==> src/hcbd_pkg.sv <==
// ----------------------------------------------------------------------------
// hcbd_pkg
// Shared types, character codes and helpers for the chunked body decoder.
// ----------------------------------------------------------------------------
package hcbd_pkg;

    localparam int          KEPT_BITS = 24;
    localparam logic [23:0] KEPT_MAX  = 24'hFFFFFF;

    localparam logic [7:0] CH_CR   = 8'h0D;
    localparam logic [7:0] CH_LF   = 8'h0A;
    localparam logic [7:0] CH_SEMI = 8'h3B;

    // Parser phase, one-hot
    typedef enum logic [4:0] {
        PH_SKIP = 5'b00001,
        PH_SIZE = 5'b00010,
        PH_TOLF = 5'b00100,
        PH_DATA = 5'b01000,
        PH_STOP = 5'b10000
    } phase_t;

    typedef struct packed {
        logic       ok;
        logic [3:0] val;
    } hex_digit_t;

    typedef struct packed {
        logic                 keep;
        logic [7:0]           data;
        logic                 body_end;
        logic                 stopped;
        logic [KEPT_BITS-1:0] out_count;
    } result_t;

    function automatic hex_digit_t hex_value(input logic [7:0] c);
        hex_digit_t h;
        h.ok  = 1'b0;
        h.val = 4'd0;
        if (c >= 8'h30 && c <= 8'h39) begin
            h.ok  = 1'b1;
            h.val = 4'(c - 8'h30);
        end
        else if (c >= 8'h61 && c <= 8'h66) begin
            h.ok  = 1'b1;
            h.val = 4'(c - 8'h57);
        end
        else if (c >= 8'h41 && c <= 8'h46) begin
            h.ok  = 1'b1;
            h.val = 4'(c - 8'h37);
        end
        return h;
    endfunction

endpackage

==> src/hcbd_if.sv <==
// ----------------------------------------------------------------------------
// hcbd_if
// Valid/ready channels of the chunked body decoder: raw bytes in, results out.
// ----------------------------------------------------------------------------
interface hcbd_byte_if;
    logic       valid;
    logic       ready;
    logic [7:0] in_byte;
    logic       body_last;

    modport source (output valid, output in_byte, output body_last, input ready);
    modport sink   (input valid, input in_byte, input body_last, output ready);
endinterface

interface hcbd_result_if;
    logic        valid;
    logic        ready;
    logic        keep;
    logic [7:0]  data;
    logic        body_end;
    logic        stopped;
    logic [23:0] out_count;

    modport source (output valid, output keep, output data, output body_end,
                    output stopped, output out_count, input ready);
    modport sink   (input valid, input keep, input data, input body_end,
                    input stopped, input out_count, output ready);
endinterface

==> src/hcbd_step.sv <==
// ----------------------------------------------------------------------------
// hcbd_step
// Next-state and result logic for one body byte.
// ----------------------------------------------------------------------------
module hcbd_step #(
    parameter int COUNT_BITS = 24
) (
    input  hcbd_pkg::phase_t                    phase,
    input  logic [COUNT_BITS-1:0]               size_acc,
    input  logic                                digit_seen,
    input  logic [COUNT_BITS-1:0]               bytes_left,
    input  logic [hcbd_pkg::KEPT_BITS-1:0]      kept_total,
    input  logic [7:0]                          in_byte,
    input  logic                                body_last,
    output hcbd_pkg::phase_t                    phase_next,
    output logic [COUNT_BITS-1:0]               size_acc_next,
    output logic                                digit_seen_next,
    output logic [COUNT_BITS-1:0]               bytes_left_next,
    output logic [hcbd_pkg::KEPT_BITS-1:0]      kept_total_next,
    output hcbd_pkg::result_t                   result
);

    localparam logic [COUNT_BITS-1:0] CNT_MAX = '1;

    hcbd_pkg::hex_digit_t  hex;
    logic [COUNT_BITS-1:0] acc_shifted;
    logic [COUNT_BITS-1:0] left_dec;
    hcbd_pkg::phase_t      ph;
    logic [COUNT_BITS-1:0] acc;
    logic                  seen;
    logic [COUNT_BITS-1:0] left;
    logic [hcbd_pkg::KEPT_BITS-1:0] kept;
    logic                  keep;

    assign hex = hcbd_pkg::hex_value(in_byte);

    // acc*16 + d, saturated when any of the top nibble would shift out
    always_comb
    begin
        if (size_acc[COUNT_BITS-1 -: 4] != 4'd0)
            acc_shifted = CNT_MAX;
        else
            acc_shifted = {size_acc[COUNT_BITS-5:0], hex.val};
    end

    assign left_dec = (bytes_left != '0) ? bytes_left - 1'b1 : '0;

    always_comb
    begin
        ph   = phase;
        acc  = size_acc;
        seen = digit_seen;
        left = bytes_left;
        kept = kept_total;
        keep = 1'b0;

        unique case (phase)
            hcbd_pkg::PH_SIZE:
            begin
                if (in_byte == hcbd_pkg::CH_LF) begin
                    // judge the size line now
                    if (!digit_seen || size_acc == '0)
                        ph = hcbd_pkg::PH_STOP;
                    else begin
                        left = size_acc;
                        ph   = hcbd_pkg::PH_DATA;
                    end
                    acc  = '0;
                    seen = 1'b0;
                end
                else if (in_byte == hcbd_pkg::CH_CR || in_byte == hcbd_pkg::CH_SEMI)
                    ph = hcbd_pkg::PH_TOLF;
                else if (hex.ok) begin
                    acc  = acc_shifted;
                    seen = 1'b1;
                end
            end
            hcbd_pkg::PH_TOLF:
            begin
                if (in_byte == hcbd_pkg::CH_LF) begin
                    if (!digit_seen || size_acc == '0)
                        ph = hcbd_pkg::PH_STOP;
                    else begin
                        left = size_acc;
                        ph   = hcbd_pkg::PH_DATA;
                    end
                    acc  = '0;
                    seen = 1'b0;
                end
            end
            hcbd_pkg::PH_DATA:
            begin
                keep = 1'b1;
                if (kept_total != hcbd_pkg::KEPT_MAX)
                    kept = kept_total + 1'b1;
                left = left_dec;
                if (left_dec == '0)
                    ph = hcbd_pkg::PH_SKIP;
            end
            hcbd_pkg::PH_STOP:
            begin
                // drop everything up to the end of the body
            end
            default:
            begin
                // skip line ends; stray codes behave the same
                acc  = '0;
                seen = 1'b0;
                if (in_byte == hcbd_pkg::CH_CR || in_byte == hcbd_pkg::CH_LF)
                    ph = hcbd_pkg::PH_SKIP;
                else if (in_byte == hcbd_pkg::CH_SEMI)
                    ph = hcbd_pkg::PH_TOLF;
                else begin
                    ph = hcbd_pkg::PH_SIZE;
                    if (hex.ok) begin
                        acc  = {{(COUNT_BITS-4){1'b0}}, hex.val};
                        seen = 1'b1;
                    end
                end
            end
        endcase
    end

    assign result.keep      = keep;
    assign result.data      = keep ? in_byte : 8'd0;
    assign result.body_end  = body_last;
    assign result.stopped   = (ph == hcbd_pkg::PH_STOP);
    assign result.out_count = kept;

    // last byte of the body returns everything to the start
    assign phase_next      = body_last ? hcbd_pkg::PH_SKIP : ph;
    assign size_acc_next   = body_last ? '0 : acc;
    assign digit_seen_next = body_last ? 1'b0 : seen;
    assign bytes_left_next = body_last ? '0 : left;
    assign kept_total_next = body_last ? '0 : kept;

endmodule

==> src/http_chunked_body_decoder.sv <==
// ----------------------------------------------------------------------------
// http_chunked_body_decoder
// Strips HTTP chunked transfer framing from a body, one byte per item.
// ----------------------------------------------------------------------------
// Each byte passes the input register, then the result register, before its
// result is offered on the result channel.
// Throughput: one byte per cycle while results are taken; parser state updates in a single step.
// A stalled result holds the result register; one more byte waits in the
// input register, and input ready drops only when both are full.
// Reset: asynchronous, active low; parser returns to skipping line ends with
// all counters cleared, and both register stages are emptied.
// ----------------------------------------------------------------------------
module http_chunked_body_decoder #(
    parameter int COUNT_BITS = 24
) (
    input  logic                  clk,
    input  logic                  rst_n,
    hcbd_byte_if.sink             body,
    hcbd_result_if.source         result
);

    // Input register stage
    logic       in_valid_reg;
    logic       in_valid_next;
    logic [7:0] in_byte_reg;
    logic       body_last_reg;

    // Parser state
    hcbd_pkg::phase_t               phase_reg;
    hcbd_pkg::phase_t               phase_next;
    logic [COUNT_BITS-1:0]          size_acc_reg;
    logic [COUNT_BITS-1:0]          size_acc_next;
    logic                           digit_seen_reg;
    logic                           digit_seen_next;
    logic [COUNT_BITS-1:0]          bytes_left_reg;
    logic [COUNT_BITS-1:0]          bytes_left_next;
    logic [hcbd_pkg::KEPT_BITS-1:0] kept_total_reg;
    logic [hcbd_pkg::KEPT_BITS-1:0] kept_total_next;

    // Result register stage
    logic              out_valid_reg;
    logic              out_valid_next;
    hcbd_pkg::result_t step_result;
    hcbd_pkg::result_t out_reg;

    logic advance;
    logic take_in;

    // Move the held byte into the result register when that slot is free
    assign advance = in_valid_reg && (!out_valid_reg || result.ready);
    assign body.ready = !in_valid_reg || advance;
    assign take_in = body.valid && body.ready;

    always_comb
    begin
        in_valid_next = in_valid_reg;
        if (take_in)
            in_valid_next = 1'b1;
        else if (advance)
            in_valid_next = 1'b0;

        out_valid_next = out_valid_reg;
        if (advance)
            out_valid_next = 1'b1;
        else if (result.ready)
            out_valid_next = 1'b0;
    end

    hcbd_step #(
        .COUNT_BITS (COUNT_BITS)
    ) u_step (
        .phase           (phase_reg),
        .size_acc        (size_acc_reg),
        .digit_seen      (digit_seen_reg),
        .bytes_left      (bytes_left_reg),
        .kept_total      (kept_total_reg),
        .in_byte         (in_byte_reg),
        .body_last       (body_last_reg),
        .phase_next      (phase_next),
        .size_acc_next   (size_acc_next),
        .digit_seen_next (digit_seen_next),
        .bytes_left_next (bytes_left_next),
        .kept_total_next (kept_total_next),
        .result          (step_result)
    );

    // Control and parser state
    always_ff @(posedge clk or negedge rst_n)
    begin
        if (!rst_n) begin
            in_valid_reg   <= 1'b0;
            out_valid_reg  <= 1'b0;
            phase_reg      <= hcbd_pkg::PH_SKIP;
            size_acc_reg   <= '0;
            digit_seen_reg <= 1'b0;
            bytes_left_reg <= '0;
            kept_total_reg <= '0;
        end
        else begin
            in_valid_reg  <= in_valid_next;
            out_valid_reg <= out_valid_next;
            if (advance) begin
                phase_reg      <= phase_next;
                size_acc_reg   <= size_acc_next;
                digit_seen_reg <= digit_seen_next;
                bytes_left_reg <= bytes_left_next;
                kept_total_reg <= kept_total_next;
            end
        end
    end

    // Payload registers: hold while stalled
    always_ff @(posedge clk)
    begin
        if (take_in) begin
            in_byte_reg   <= body.in_byte;
            body_last_reg <= body.body_last;
        end
        if (advance)
            out_reg <= step_result;
    end

    assign result.valid     = out_valid_reg;
    assign result.keep      = out_reg.keep;
    assign result.data      = out_reg.data;
    assign result.body_end  = out_reg.body_end;
    assign result.stopped   = out_reg.stopped;
    assign result.out_count = out_reg.out_count;

endmodule

==> src/flat_wrapper.sv <==
// flat-port wrapper written by rule: the top's interface ports become plain ports
module http_chunked_body_decoder_flat 
#(
    parameter int COUNT_BITS = 24
)
  (clk, rst_n, body_valid, body_in_byte, body_body_last, body_ready, result_valid, result_keep, result_data, result_body_end, result_stopped, result_out_count, result_ready);
  hcbd_byte_if body_i ();
  hcbd_result_if result_i ();
  input  logic clk;
  input  logic rst_n;
  input wire logic [$bits(body_i.valid)-1:0] body_valid;
  input wire logic [$bits(body_i.in_byte)-1:0] body_in_byte;
  input wire logic [$bits(body_i.body_last)-1:0] body_body_last;
  output wire logic [$bits(body_i.ready)-1:0] body_ready;
  output wire logic [$bits(result_i.valid)-1:0] result_valid;
  output wire logic [$bits(result_i.keep)-1:0] result_keep;
  output wire logic [$bits(result_i.data)-1:0] result_data;
  output wire logic [$bits(result_i.body_end)-1:0] result_body_end;
  output wire logic [$bits(result_i.stopped)-1:0] result_stopped;
  output wire logic [$bits(result_i.out_count)-1:0] result_out_count;
  input wire logic [$bits(result_i.ready)-1:0] result_ready;
  assign body_i.valid = body_valid;
  assign body_i.in_byte = body_in_byte;
  assign body_i.body_last = body_body_last;
  assign body_ready = body_i.ready;
  assign result_valid = result_i.valid;
  assign result_keep = result_i.keep;
  assign result_data = result_i.data;
  assign result_body_end = result_i.body_end;
  assign result_stopped = result_i.stopped;
  assign result_out_count = result_i.out_count;
  assign result_i.ready = result_ready;
  http_chunked_body_decoder #(.COUNT_BITS(COUNT_BITS)) u_core (.clk(clk), .rst_n(rst_n), .body(body_i), .result(result_i));
endmodule
==> config.mk <==
export PLATFORM = sky130hd
export DESIGN_NAME = http_chunked_body_decoder_flat
export DESIGN_NICKNAME = d
export VERILOG_FILES = /design/src/hcbd_pkg.sv /design/src/hcbd_if.sv /design/src/hcbd_step.sv /design/src/http_chunked_body_decoder.sv /design/src/flat_wrapper.sv
export SDC_FILE = /design/constraint.sdc
export NUM_CORES = 1
export LEC_CHECK = 0
export BUFFER_PORTS_ARGS = -buffer_cell sky130_fd_sc_hd__buf_2
export CAP_MARGIN = 40
export CORE_ASPECT_RATIO = 0.5
export CORE_UTILIZATION = 30
export DETAILED_ROUTE_END_ITERATION = 16
export GPL_TIMING_DRIVEN = 0
export PLACE_DENSITY_LB_ADDON = 0.3
export SYNTH_ARGS = -nofsm -noshare
export SYNTH_HDL_FRONTEND = slang
export SYNTH_HIERARCHICAL = 1
export SYNTH_SLANG_ARGS = --single-unit
==> constraint.sdc <==
create_clock -name clk -period 6.9 [get_ports clk]
set_input_delay 0 -clock clk [delete_from_list [all_inputs] [get_ports clk]]
set_output_delay 0 -clock clk [all_outputs]
set_load 0.02 [all_outputs]
==> results.ini, run 1 <==
[timing]
fin_crit_ns=3.720
slew_headroom_pct=37.52
tns_ns=0
setup_viol=0
layout_setup_ws_ns=3.180
rsz0062_at_grt=false
fin_crit_sh_pct=53.91
skew_ns=0.01008
final_hold_viol_count=0
fmax_ghz=0.2688
worstMarginPinSlew_ns=0.9252
slew_violations=0

[routing]
vias_per_cell=5.179
initialDrtViolationCount=539
drc_errors=0
ant_nets=0
drt-total-wl_um=20440
post_drt_wl_per_cell_um=17.62
first_pass_iters=5
dr_total_vias=6008

[yosys]
synth.top_cells.by_area=dfrtp_1 (26%), edfxtp_1 (17%), mux2_2 (11%), nor2_1 (3.6%), nor2b_1 (2.6%)
synthCells=728
syn-num-nets=748
post-synth-top-area-fraction_pct=26.15
synth_edf_count=44
synth-async-reset-ratio_pct=64.52
syn-cell-area_um2=7560
ys_types=75
ys_seq_area_share_pct=43.98
synthMostInstantiatedCell=dfrtp_1
yosysWarnings=6
yosysTopAreaCell=dfrtp_1
syn_avg_cell_area_um2=10.38
ys.flop_type=dfrtp_1
synth_seq_cells=124
ys_top_cells_by_count=dfrtp_1 (79), nor2_1 (73), mux2_2 (72), nand2_1 (49), edfxtp_1 (44)

[power_and_ir_drop]
p_int_uw=1404
swShare_pct=27.44
comb_power_share_pct=10.7
clockPowerShare_pct=47.9
power_frac_seq_pct=41.4
max-vdd-ir-drop_mv=0.1549
p_leak_uw=0.003798
p_per_area_nw_per_um2=214.7
power.switching_uw=530.9

[clock_tree]
insertion_delay_ns=0.43
htree_levels=4
cts_tree=built
clock-root-buffer=clkbuf_16
path_clk_slew_ns=0.06
cts_made_buffers=17
cts_resized=0
cts_hold_buf=13
clock_path_buffers=2
postCtsSetupBuffers=0
clock-sinks=124

[critical_path]
crit_path_end_kind=register
cpMostUsedCell=o21a_1
crit_arrival_ns=4.03
start_kind=register
timing.rr.end=u_core/phase_reg[3]$_DFFE_PN0P_
crit_chain=inv_1 > ha_1 > or3b_2 > clkbuf_1 > nor3b_1 > o21ai_0 > a2111oi_0 > o2111ai_1 > o21a_1 > o21a_1 > mux2_2
crit_required_ns=7.21
crit_type=reg2reg
crit_fanout=9
slowest_delay_ns=0.62
rrSetupSlack_ns=3.18
reg2reg_from=u_core/bytes_left_reg[0]$_DFFE_PN0P_
reg2reg_depth=11
crit_slowest_cell=a2111oi_0

[cells_and_area]
seq_area_um2=3324
multi_input_area_um2=3889
fillers=2416
nNetsFinal=831
syn2layout_area_growth_pct=19.23
final_design_area_no_fill_um2=9014
num_antenna_cells=0
drive_gt1_share_pct=25.85

[floorplan]
die_h_um=114.3
design.portCount=50
die_x_um=226.5
start_util_pct=31.02
row_count=40
die_area_um2=25880
core_um2=24370

[placement]
hpwl_um=14430
io_buffers=49
place_area_um2=8283
dp_slack_ns=3.328
gp_congestion=0.9094

[run_status]
outcome=finished clean

[hold_path]
holdCritPathClass=in2async

[flow_run]
cap_violations=0

[grt]
grt_max_degree=61
grt_first_pass_wirelength_um=32970
antenna_found_initial=0
grt_pass1_vias=5879
gr-total-overflow=0
grt_use_total_pct=16.48

final cells by class:
type                       instances  area share (%)
buffer                            46           3.096
inverter                          18          0.7496
clock inverter                    15           1.943
multi-input combinational        540           43.14
timing repair buffer              64           4.803
clock buffer                      17           4.720
sequential                       124           36.88
tap                              336           4.664
placed cells by master, fill, tap and decap left out, types with 20 or more instances in the layout:
cell type / Yosys / final
dfrtp_1: 79 / 79
nor2b_1: 31 / 31
nor3_1: 20 / 20
buf_2: 13 / 61
edfxtp_1: 44 / 44
nand2_1: 49 / 49
nor2_1: 73 / 73
a21oi_1: 28 / 28
xnor2_1: 22 / 22
mux2_2: 72 / 72
worst max-delay path by stage:
stage	start	to	slack [ns]	depth (start not counted)
3_5_place_dp	u_core/bytes_left_reg[0]$_DFFE_PN0P_	u_core/phase_reg[3]$_DFFE_PN0P_	3.33	11
6_report	u_core/bytes_left_reg[0]$_DFFE_PN0P_	u_core/phase_reg[3]$_DFFE_PN0P_	3.18	11
5_1_grt	u_core/bytes_left_reg[0]$_DFFE_PN0P_	u_core/phase_reg[3]$_DFFE_PN0P_	3.07	11
3_3_place_gp	u_core/bytes_left_reg[0]$_DFFE_PN0P_	u_core/phase_reg[3]$_DFFE_PN0P_	3.30	11
2_1_floorplan	u_core/bytes_left_reg[0]$_DFFE_PN0P_	u_core/phase_reg[3]$_DFFE_PN0P_	4.04	11
4_1_cts	u_core/bytes_left_reg[0]$_DFFE_PN0P_	u_core/phase_reg[3]$_DFFE_PN0P_	3.31	11
logic make-up (layout without fill, tap and decap cells):
kind of cell / Yosys count / count (layout) / share of synthesized area (%)
buffers and inverters: 64 / 160 / 4.585
DFF: 124 / 124 / 43.98
AOI/OAI and AO/OA: 133 / 133 / 13.32
adders and majority gates: 7 / 7 / 1.159
and+or+nand+nor: 275 / 275 / 19.30
xor gates and xnor gates: 41 / 41 / 4.750
muxes: 84 / 84 / 12.91
power groups by stage:
| stage | Sequential (uW) | Clock [uW] | Combinational, uW |
|---|---|---|---|
| 6_report | 801 | 926 | 208 |
| 5_1_grt | 804 | 976 | 223 |
| 4_1_cts | 801 | 945 | 207 |
| 3_5_place_dp | 816 | 0 | 200 |
| 3_3_place_gp | 816 | 0 | 192 |
| 2_1_floorplan | 829 | 0 | 110 |
critical path, delay by kind of cell (launching register included):
| family | cells | cell delay [ns] |
|---|---|---|
| buffers and inverters | 2 | 0.40 |
| muxes | 1 | 0.25 |
| and+or+nand+nor | 2 | 0.68 |
| AOI/OAI and AO/OA | 5 | 1.49 |
| adders and majority gates | 1 | 0.30 |
| DFF | 1 | 0.47 |
through the flow:
stage | utilization, % | std cells | power [uW] | hold WS (ns)
2_1_floorplan | - | 728 | 939.7 | -0.2956
3_3_place_gp | 33.75 | 1113 | 1008 | 0.1788
3_5_place_dp | 33.98 | 1115 | 1015 | -0.07630
4_1_cts | 36.98 | 1160 | 1953 | 0.01095
5_1_grt | 36.98 | 1160 | 2004 | 0.03683
6_report | 36.98 | 1160 | 1935 | 0.01257
routing by layer:
layer  global-route usage [%]  up-vias  part of all wire (%)
li1                         -     2833                     -
met1                    23.99     2997                    51
met2                    24.91      159                    44
met3                    3.156       19                   4.6
met4                    4.189        0                   1.1
met5                        0        -                     0
No activity file was read; power rests on OpenSTA's default activity.
==> run 2: changes to the inputs <==
--- a/config.mk
+++ b/config.mk
@@ -5,6 +5,7 @@
 export SDC_FILE = /design/constraint.sdc
 export NUM_CORES = 1
 export LEC_CHECK = 0
+export ABC_AREA = 1
 export BUFFER_PORTS_ARGS = -buffer_cell sky130_fd_sc_hd__buf_2
 export CAP_MARGIN = 40
 export CORE_ASPECT_RATIO = 0.5
==> constraint.sdc (replaced) <==
create_clock -name clk -period 3.3 [get_ports clk]
set_input_delay 0 -clock clk [delete_from_list [all_inputs] [get_ports clk]]
set_output_delay 0 -clock clk [all_outputs]
set_load 0.02 [all_outputs]
==> run 2 against run 1 <==
Net effect:
- die area up 9.1%
- worst setup slack worse by 2.5 ns
- global-route usage up 2.0 points
- via count up 37%
- first-iteration DRC count up 62%
- clock power up 98%
- critical path type unchanged
- largest power group is now combinational cells
- highest routed layer unchanged
==> results.ini, run 2 <==
[run_status]
outcome=finished clean

[clock_tree]
cts_made_buffers=17  ; unchanged
path_clk_slew_ns=0.06  ; about the same
cts_resized=0  ; unchanged
htree_levels=4  ; unchanged
postCtsSetupBuffers=0  ; unchanged
cts_tree=built
clock-sinks=124  ; unchanged
insertion_delay_ns=0.43  ; about the same
clock_path_buffers=2  ; unchanged
clock-root-buffer=clkbuf_16

[yosys]
ys_seq_area_share_pct=40.26  ; -3.7 points
syn_avg_cell_area_um2=7.015  ; -32%
post-synth-top-area-fraction_pct=23.94  ; -2.2 points
synth-async-reset-ratio_pct=64.52  ; unchanged
synth_edf_count=44  ; unchanged
ys_types=44  ; -41%
syn-num-nets=1197  ; +60%
synth_seq_cells=124  ; unchanged
synthMostInstantiatedCell=nand2_1
ys.flop_type=dfrtp_1
syn-cell-area_um2=8257  ; +9.2%
yosysWarnings=6  ; unchanged
ys_top_cells_by_count=nand2_1 (309), nand3_1 (138), nor2_1 (133), o21ai_0 (116), inv_1 (114)
synth.top_cells.by_area=dfrtp_1 (24%), edfxtp_1 (16%), nand2_1 (14%), nand3_1 (8.4%), o21ai_0 (7.0%)
synthCells=1177  ; +62%
yosysTopAreaCell=dfrtp_1

[grt]
antenna_found_initial=0  ; unchanged
gr-total-overflow=0  ; unchanged
grt_pass1_vias=8053  ; +37%
grt_max_degree=48  ; -21%
grt_use_total_pct=18.46  ; +2.0 points
grt_first_pass_wirelength_um=41440  ; +26%

[placement]
gp_congestion=0.9100  ; about the same
dpl.cell_count=1579  ; +42%
hpwl_um=17940  ; +24%
io_buffers=49  ; unchanged

[critical_path]
crit_path_end_kind=register
start_kind=register
crit_required_ns=3.62  ; -3.59 ns
crit_fanout=9  ; unchanged
critPathLaunch=u_core/bytes_left_reg[0]$_DFFE_PN0P_
crit_arrival_ns=2.90  ; -1.13 ns
crit_slowest_cell=nor2_2
reg2reg_from=u_core/bytes_left_reg[0]$_DFFE_PN0P_
cpMostUsedCell=nand2_1
crit_type=reg2reg
crit_chain=inv_1 > ha_1 > nand2_1 > nor2_2 > nand3_1 > nand3_1 > nand2_1 > nor2_1 > nand2_1 > nor2_1 > nand2_1 > nand2_1 > a21oi_1 > nand3_1 > nand2_1
slowest_delay_ns=0.41  ; -0.21 ns

[timing]
tns_ns=0  ; unchanged
skew_ns=0.009178  ; -0.0008986 ns
final_hold_viol_count=0  ; unchanged
rsz0062_at_grt=false
slew_headroom_pct=41.34  ; +3.8 points
setup_viol=0  ; unchanged
fmax_ghz=0.3874  ; +44%
slew_violations=0  ; unchanged
hold_slack_ns=0.08016  ; +0.06759 ns
fin_crit_sh_pct=78.22  ; +24 points
fin_crit_ns=2.581  ; -1.138 ns
worstMarginPinSlew_ns=0.8799  ; -0.04524 ns

[cells_and_area]
fillers=2771  ; +15%
layout_common_cells=nand2_1 (309), nand3_1 (138), nor2_1 (133)
nNetsFinal=1278  ; +54%
drive_gt1_share_pct=12.27  ; -14 points
syn2layout_area_growth_pct=16.99
stdcell_count=1623  ; +40%
num_antenna_cells=0  ; unchanged
final_common_cell=nand2_1

[routing]
initialDrtViolationCount=874  ; +62%
dr_total_vias=8218  ; +37%
vias_per_cell=5.063  ; -2.2%
drc_errors=0  ; unchanged
first_pass_iters=5  ; unchanged
post_drt_wl_per_cell_um=15.36  ; -13%
ant_nets=0  ; unchanged
drt-total-wl_um=24930  ; +22%

[power_and_ir_drop]
p_int_uw=3668  ; +160%
max-vdd-ir-drop_mv=0.3716  ; +140%
power.switching_uw=2874  ; +440%
p_per_area_nw_per_um2=677.2  ; +220%
clockPowerShare_pct=28.0  ; -20 points
swShare_pct=43.93  ; +16 points
comb_power_share_pct=41.7  ; +31 points
power_frac_seq_pct=30.3  ; -11 points
p_leak_uw=0.004566  ; +20%
p_total_uw=6542  ; +240%

[hold_path]
holdCritPathClass=in2async

[floorplan]
start_util_pct=30.87  ; -0.15 points
design.portCount=50  ; unchanged
row_count=42  ; +5.0%
die_x_um=236.6  ; +4.5%
die_area_um2=28230  ; +9.1%
core_um2=26750  ; +9.7%
die_h_um=119.3  ; +4.4%

[flow_run]
cap_violations=0  ; unchanged

[run 2: cell types whose count changed after synthesis, moves of 19 or more]
cell / delta
nand2_1: +260
nand3_1: +119
inv_1: +97
o21ai_0: +97
mux2_2: -72
nor2_1: +60
nor2b_1: -31
a21oi_1: +29
xnor2_1: -19
[run 2: repair_timing]
item	in CTS	in global routing
hold buffers	12	0
hold endpoints to repair	89	0
endpoints found under the setup margin	0	0
[run 2: kinds of logic (layout without fill, tap and decap cells)]
logic type               count (synthesis)  count (layout)  synth area share, %
AO/OA/AOI/OAI                          195             195                12.35
XOR/XNOR                                28              28                2.970
adder cells (fa/ha/maj)                  7               7                1.061
buffers and inverters                  183             277                9.744
flip-flops                             124             124                40.26
AND/OR/NAND/NOR                        640             640                33.61
[run 2: through the flow]
step                utilization (%)  cell area (um^2)  setup slack, ns
floorplan                         -              8257            1.336
global placement              33.43              8942           0.7552
detailed placement            33.54              8972           0.7897
CTS                           36.11              9659           0.7632
global route                  36.11              9659           0.5235
finish                        36.11              9659           0.7186
[run 2: power groups by stage]
| stage | Sequential (uW) | Combinational (uW) | Clock [uW] |
|---|---|---|---|
| global placement | 2000 | 2620 | 0 |
| floorplan | 2010 | 1910 | 0 |
| CTS | 1980 | 2670 | 1870 |
| global route | 2010 | 3060 | 1940 |
| finish | 1980 | 2730 | 1830 |
| detailed placement | 2000 | 2650 | 0 |
[run 2: per-layer routing]
metal  up-vias  part of all wire (%)  track usage [%]  wire length (um)
li1       4012                     -                -                 -
met1      3883                    48            25.39             11980
met2       279                    44            28.88             10860
met3        44                   5.4            2.573              1348
met4         0                   3.0            8.157               741
met5         -                     0                0                 0
[run 2: critical path, delay by kind of cell, from the launching register on]
kind / cells / cell delay (ns)
AOI/OAI and AO/OA: 1 / 0.06
adders and majority gates: 1 / 0.22
buffers and inverters: 1 / 0.17
DFF: 1 / 0.40
and+or+nand+nor: 12 / 1.61
[run 2: final timing paths]
path | endpoint | slack, ns | cells after the start
worst max-delay path | u_core/phase_reg[3]$_DFFE_PN0P_ | 0.72 | 15
worst min-delay path | u_core/bytes_left_reg[19]$_DFFE_PN0P_ | 0.08 | 2
worst max register to register | u_core/phase_reg[3]$_DFFE_PN0P_ | 0.72 | 15
worst min register to register | u_core/phase_reg[0]$_DFFE_PN1P_ | 0.49 | 2
max in group asynchronous | u_core/phase_reg[0]$_DFFE_PN1P_ | 2.57 | 3
min in group clk | u_core/in_byte_reg[3]$_DFFE_PP_ | 0.27 | 3
[run 2: cell type report]
cell class / count / area (um^2) / area share, %
buffer: 61 / 344.1 / 3.562
clock buffer: 18 / 429.2 / 4.443
clock inverter: 14 / 137.6 / 1.425
inverter: 122 / 460.4 / 4.767
multi-input combinational: 870 / 4128 / 42.73
sequential: 124 / 3324 / 34.42
tap: 352 / 440.4 / 4.560
timing repair buffer: 62 / 395.4 / 4.093
==> run 3: changes to the inputs <==
--- a/config.mk
+++ b/config.mk
@@ -5,7 +5,7 @@
 export SDC_FILE = /design/constraint.sdc
 export NUM_CORES = 1
 export LEC_CHECK = 0
-export ABC_AREA = 1
+export ABC_AREA = 0
 export BUFFER_PORTS_ARGS = -buffer_cell sky130_fd_sc_hd__buf_2
 export CAP_MARGIN = 40
 export CORE_ASPECT_RATIO = 0.5
==> constraint.sdc (replaced) <==
create_clock -name clk -period 2.05 [get_ports clk]
set_input_delay 0 -clock clk [delete_from_list [all_inputs] [get_ports clk]]
set_output_delay 0 -clock clk [all_outputs]
set_load 0.02 [all_outputs]
==> run 3 against run 2 <==
Net effect:
- the run now ends with negative setup slack left
- sequential share of layout area fell by 5.2 points
- critical path type unchanged
- clock skew rose by 0.0024 ns
- first-iteration DRC count fell by 48%
- wire length fell by 4.6%
- sequential power rose by 36%
- worst setup slack got worse by 1.5 ns
- register-to-register slack got worse by 1.5 ns
- via count fell by 18%
==> results.ini, run 3 (synthesized netlist as in run 1, its figures left out) <==
[cells_and_area]
final_design_area_no_fill_um2=11420  ; +18%
seq_area_um2=3342  ; +0.53%
drive_gt1_share_pct=54.85  ; +43 points
layout_common_cells=buf_4 (111), dfrtp_1 (65), buf_2 (58)
syn2layout_area_growth_pct=51.11
final_common_cell=buf_4
fillers=2133  ; -23%
multi_input_area_um2=5139  ; +24%
nNetsFinal=955  ; -25%
num_antenna_cells=0  ; unchanged

[grt]
grt_first_pass_wirelength_um=36470  ; -12%
grt_use_total_pct=18.31  ; -0.14 points
grt.busiest_layer=met2
met3_usage_pct=4.414  ; +1.8 points
grt.met2_usage_pct=28.77  ; -0.11 points
grt_pass1_vias=6580  ; -18%
antenna_found_initial=0  ; unchanged
gr-total-overflow=0  ; unchanged
gr-usage-met1_pct=24.93  ; -0.46 points
grt_max_degree=56  ; +17%

[clock_tree]
cts_made_buffers=17  ; unchanged
clock-root-buffer=clkbuf_16
clock_path_buffers=2  ; unchanged
htree_levels=4  ; unchanged
insertion_delay_ns=0.43  ; about the same
clock-sinks=124  ; unchanged
path_clk_slew_ns=0.06  ; about the same
cts_tree=built

[critical_path]
crit_arrival_ns=3.09  ; +0.19 ns
crit_type=reg2reg
timing.rr.end=u_core/phase_reg[3]$_DFFE_PN0P_
start_kind=register
crit_fanout=4  ; -5
reg2reg_from=u_core/bytes_left_reg[2]$_DFFE_PN0P_
reg2reg_depth=9  ; -6
crit_required_ns=2.36  ; -1.26 ns
crit_path_end_kind=register
rrSetupSlack_ns=-0.73  ; -1.45 ns

[routing]
drt-total-wl_um=23790  ; -4.6%
initialDrtViolationCount=452  ; -48%
post_drt_wl_per_cell_um=18.52  ; +21%
drc_errors=0  ; unchanged
dr_total_vias=6736  ; -18%
vias_per_cell=5.246  ; +3.6%
first_pass_iters=5  ; unchanged
ant_nets=0  ; unchanged

[floorplan]
die_h_um=114.3  ; -4.2%
design.portCount=50  ; unchanged
die_area_um2=25880  ; -8.3%
core_um2=24370  ; -8.9%
row_count=40  ; -4.8%
start_util_pct=31.02  ; +0.15 points
die_x_um=226.5  ; -4.3%

[placement]
hpwl_um=14580  ; -19%
place_area_um2=8556  ; -4.6%
io_buffers=49  ; unchanged
gp_congestion=0.9184  ; +0.92%

[run_status]
violations=negative setup slack
outcome=complete, but fails checks

[power_and_ir_drop]
comb_power_share_pct=13.7  ; -28 points
p_int_uw=4659  ; +27%
p_total_uw=6476  ; -1.0%
swShare_pct=28.06  ; -16 points
power.switching_uw=1817  ; -37%
max-vdd-ir-drop_mv=0.4761  ; +28%
p_leak_uw=0.004971  ; +8.9%
p_per_area_nw_per_um2=566.9  ; -16%
power_frac_seq_pct=41.7  ; +11 points
clockPowerShare_pct=44.5  ; +16 points

[timing]
worstMarginPinSlew_ns=0.7162  ; -0.1637 ns
fin_crit_ns=2.783  ; +0.2018 ns
skew_ns=0.01158  ; +0.002405 ns
hold_slack_ns=0.04812  ; -0.03204 ns
fmax_ghz=0.3593  ; -7.2%
slew_headroom_pct=52.25  ; +11 points
setup_viol=97  ; +97
rsz0062_at_grt=true
layout_setup_ws_ns=-0.7332  ; -1.452 ns
final_hold_viol_count=0  ; unchanged
slew_violations=0  ; unchanged
fin_crit_sh_pct=135.8  ; +58 points

[flow_run]
cap_violations=0  ; unchanged

[hold_path]
holdCritPathClass=in2async

[run 3: cell types whose count changed in the layout (fill, tap and decap cells not counted), moves of 32 or more]
cell / before / now
nand2_1: 309 / 34
nand3_1: 138 / 12
o21ai_0: 116 / 5
inv_1: 113 / 10
buf_4: 16 / 111
nor2_1: 133 / 51
mux2_4: 0 / 49
a21oi_1: 57 / 19
mux2_2: 0 / 32
[run 3: worst max-delay path, cell delays in order, from the launching register on]
cell,delay (ns)
dfrtp_1,0.39
buf_6,0.13
or4_4,0.58
nor4b_4,0.25
o21ai_2,0.10
a2111oi_4,0.35
o2111ai_2,0.21
o21a_1,0.23
o21a_1,0.18
mux2_2,0.25
[run 3: worst max-delay path by stage]
stage                                              start  slack (ns)                               to
floorplan           u_core/bytes_left_reg[0]$_DFFE_PN0P_       -0.62  u_core/phase_reg[3]$_DFFE_PN0P_
global placement    u_core/bytes_left_reg[0]$_DFFE_PN0P_       -1.21  u_core/phase_reg[3]$_DFFE_PN0P_
detailed placement  u_core/bytes_left_reg[0]$_DFFE_PN0P_       -1.16  u_core/phase_reg[3]$_DFFE_PN0P_
CTS                 u_core/bytes_left_reg[2]$_DFFE_PN0P_       -0.75  u_core/phase_reg[3]$_DFFE_PN0P_
global route        u_core/bytes_left_reg[2]$_DFFE_PN0P_       -0.79  u_core/phase_reg[3]$_DFFE_PN0P_
finish              u_core/bytes_left_reg[2]$_DFFE_PN0P_       -0.73  u_core/phase_reg[3]$_DFFE_PN0P_
[run 3: routing by layer]
layer / wire length [um] / vias up
met2: 11070 / 214
li1: - / 3085
met5: 0 / -
met3: 1514 / 34
met1: 10810 / 3403
met4: 388 / 0
[run 3: final cells by class]
class | count | area share, %
plain buffers | 39 | 2.935
clock buffers | 19 | 4.064
clock inverters | 13 | 0.8872
inverters | 18 | 0.6900
multi-input cells | 540 | 44.98
flip-flops and latches | 124 | 29.26
well taps | 336 | 3.680
repair buffers | 195 | 13.50
[run 3: what timing repair did]
action,CTS,global route
pin swaps,58,69
setup endpoints to repair,97,134
resized for setup,167,119
hold buffers,13,0
setup buffers,78,58
endpoints found under the hold margin,90,0
cloned,3,0
[run 3: per-stage QoR]
step	util (%)	setup WS, ns	TNS, ns	std cells
global route	46.87	-0.7885	-41.84	1284
global placement	34.98	-1.211	-58.78	1113
finish	46.87	-0.7332	-32.87	1284
floorplan	-	-0.6226	-21.80	728
detailed placement	35.10	-1.158	-45.58	1114
CTS	43.39	-0.7482	-31.67	1236
[run 3: power by group through the flow]
stage | Clock [uW] | Sequential [uW] | Combinational [uW]
CTS | 2940 | 2700 | 822
global route | 3050 | 2710 | 945
floorplan | 0 | 2800 | 393
detailed placement | 0 | 2750 | 680
global placement | 0 | 2750 | 668
finish | 2890 | 2700 | 890
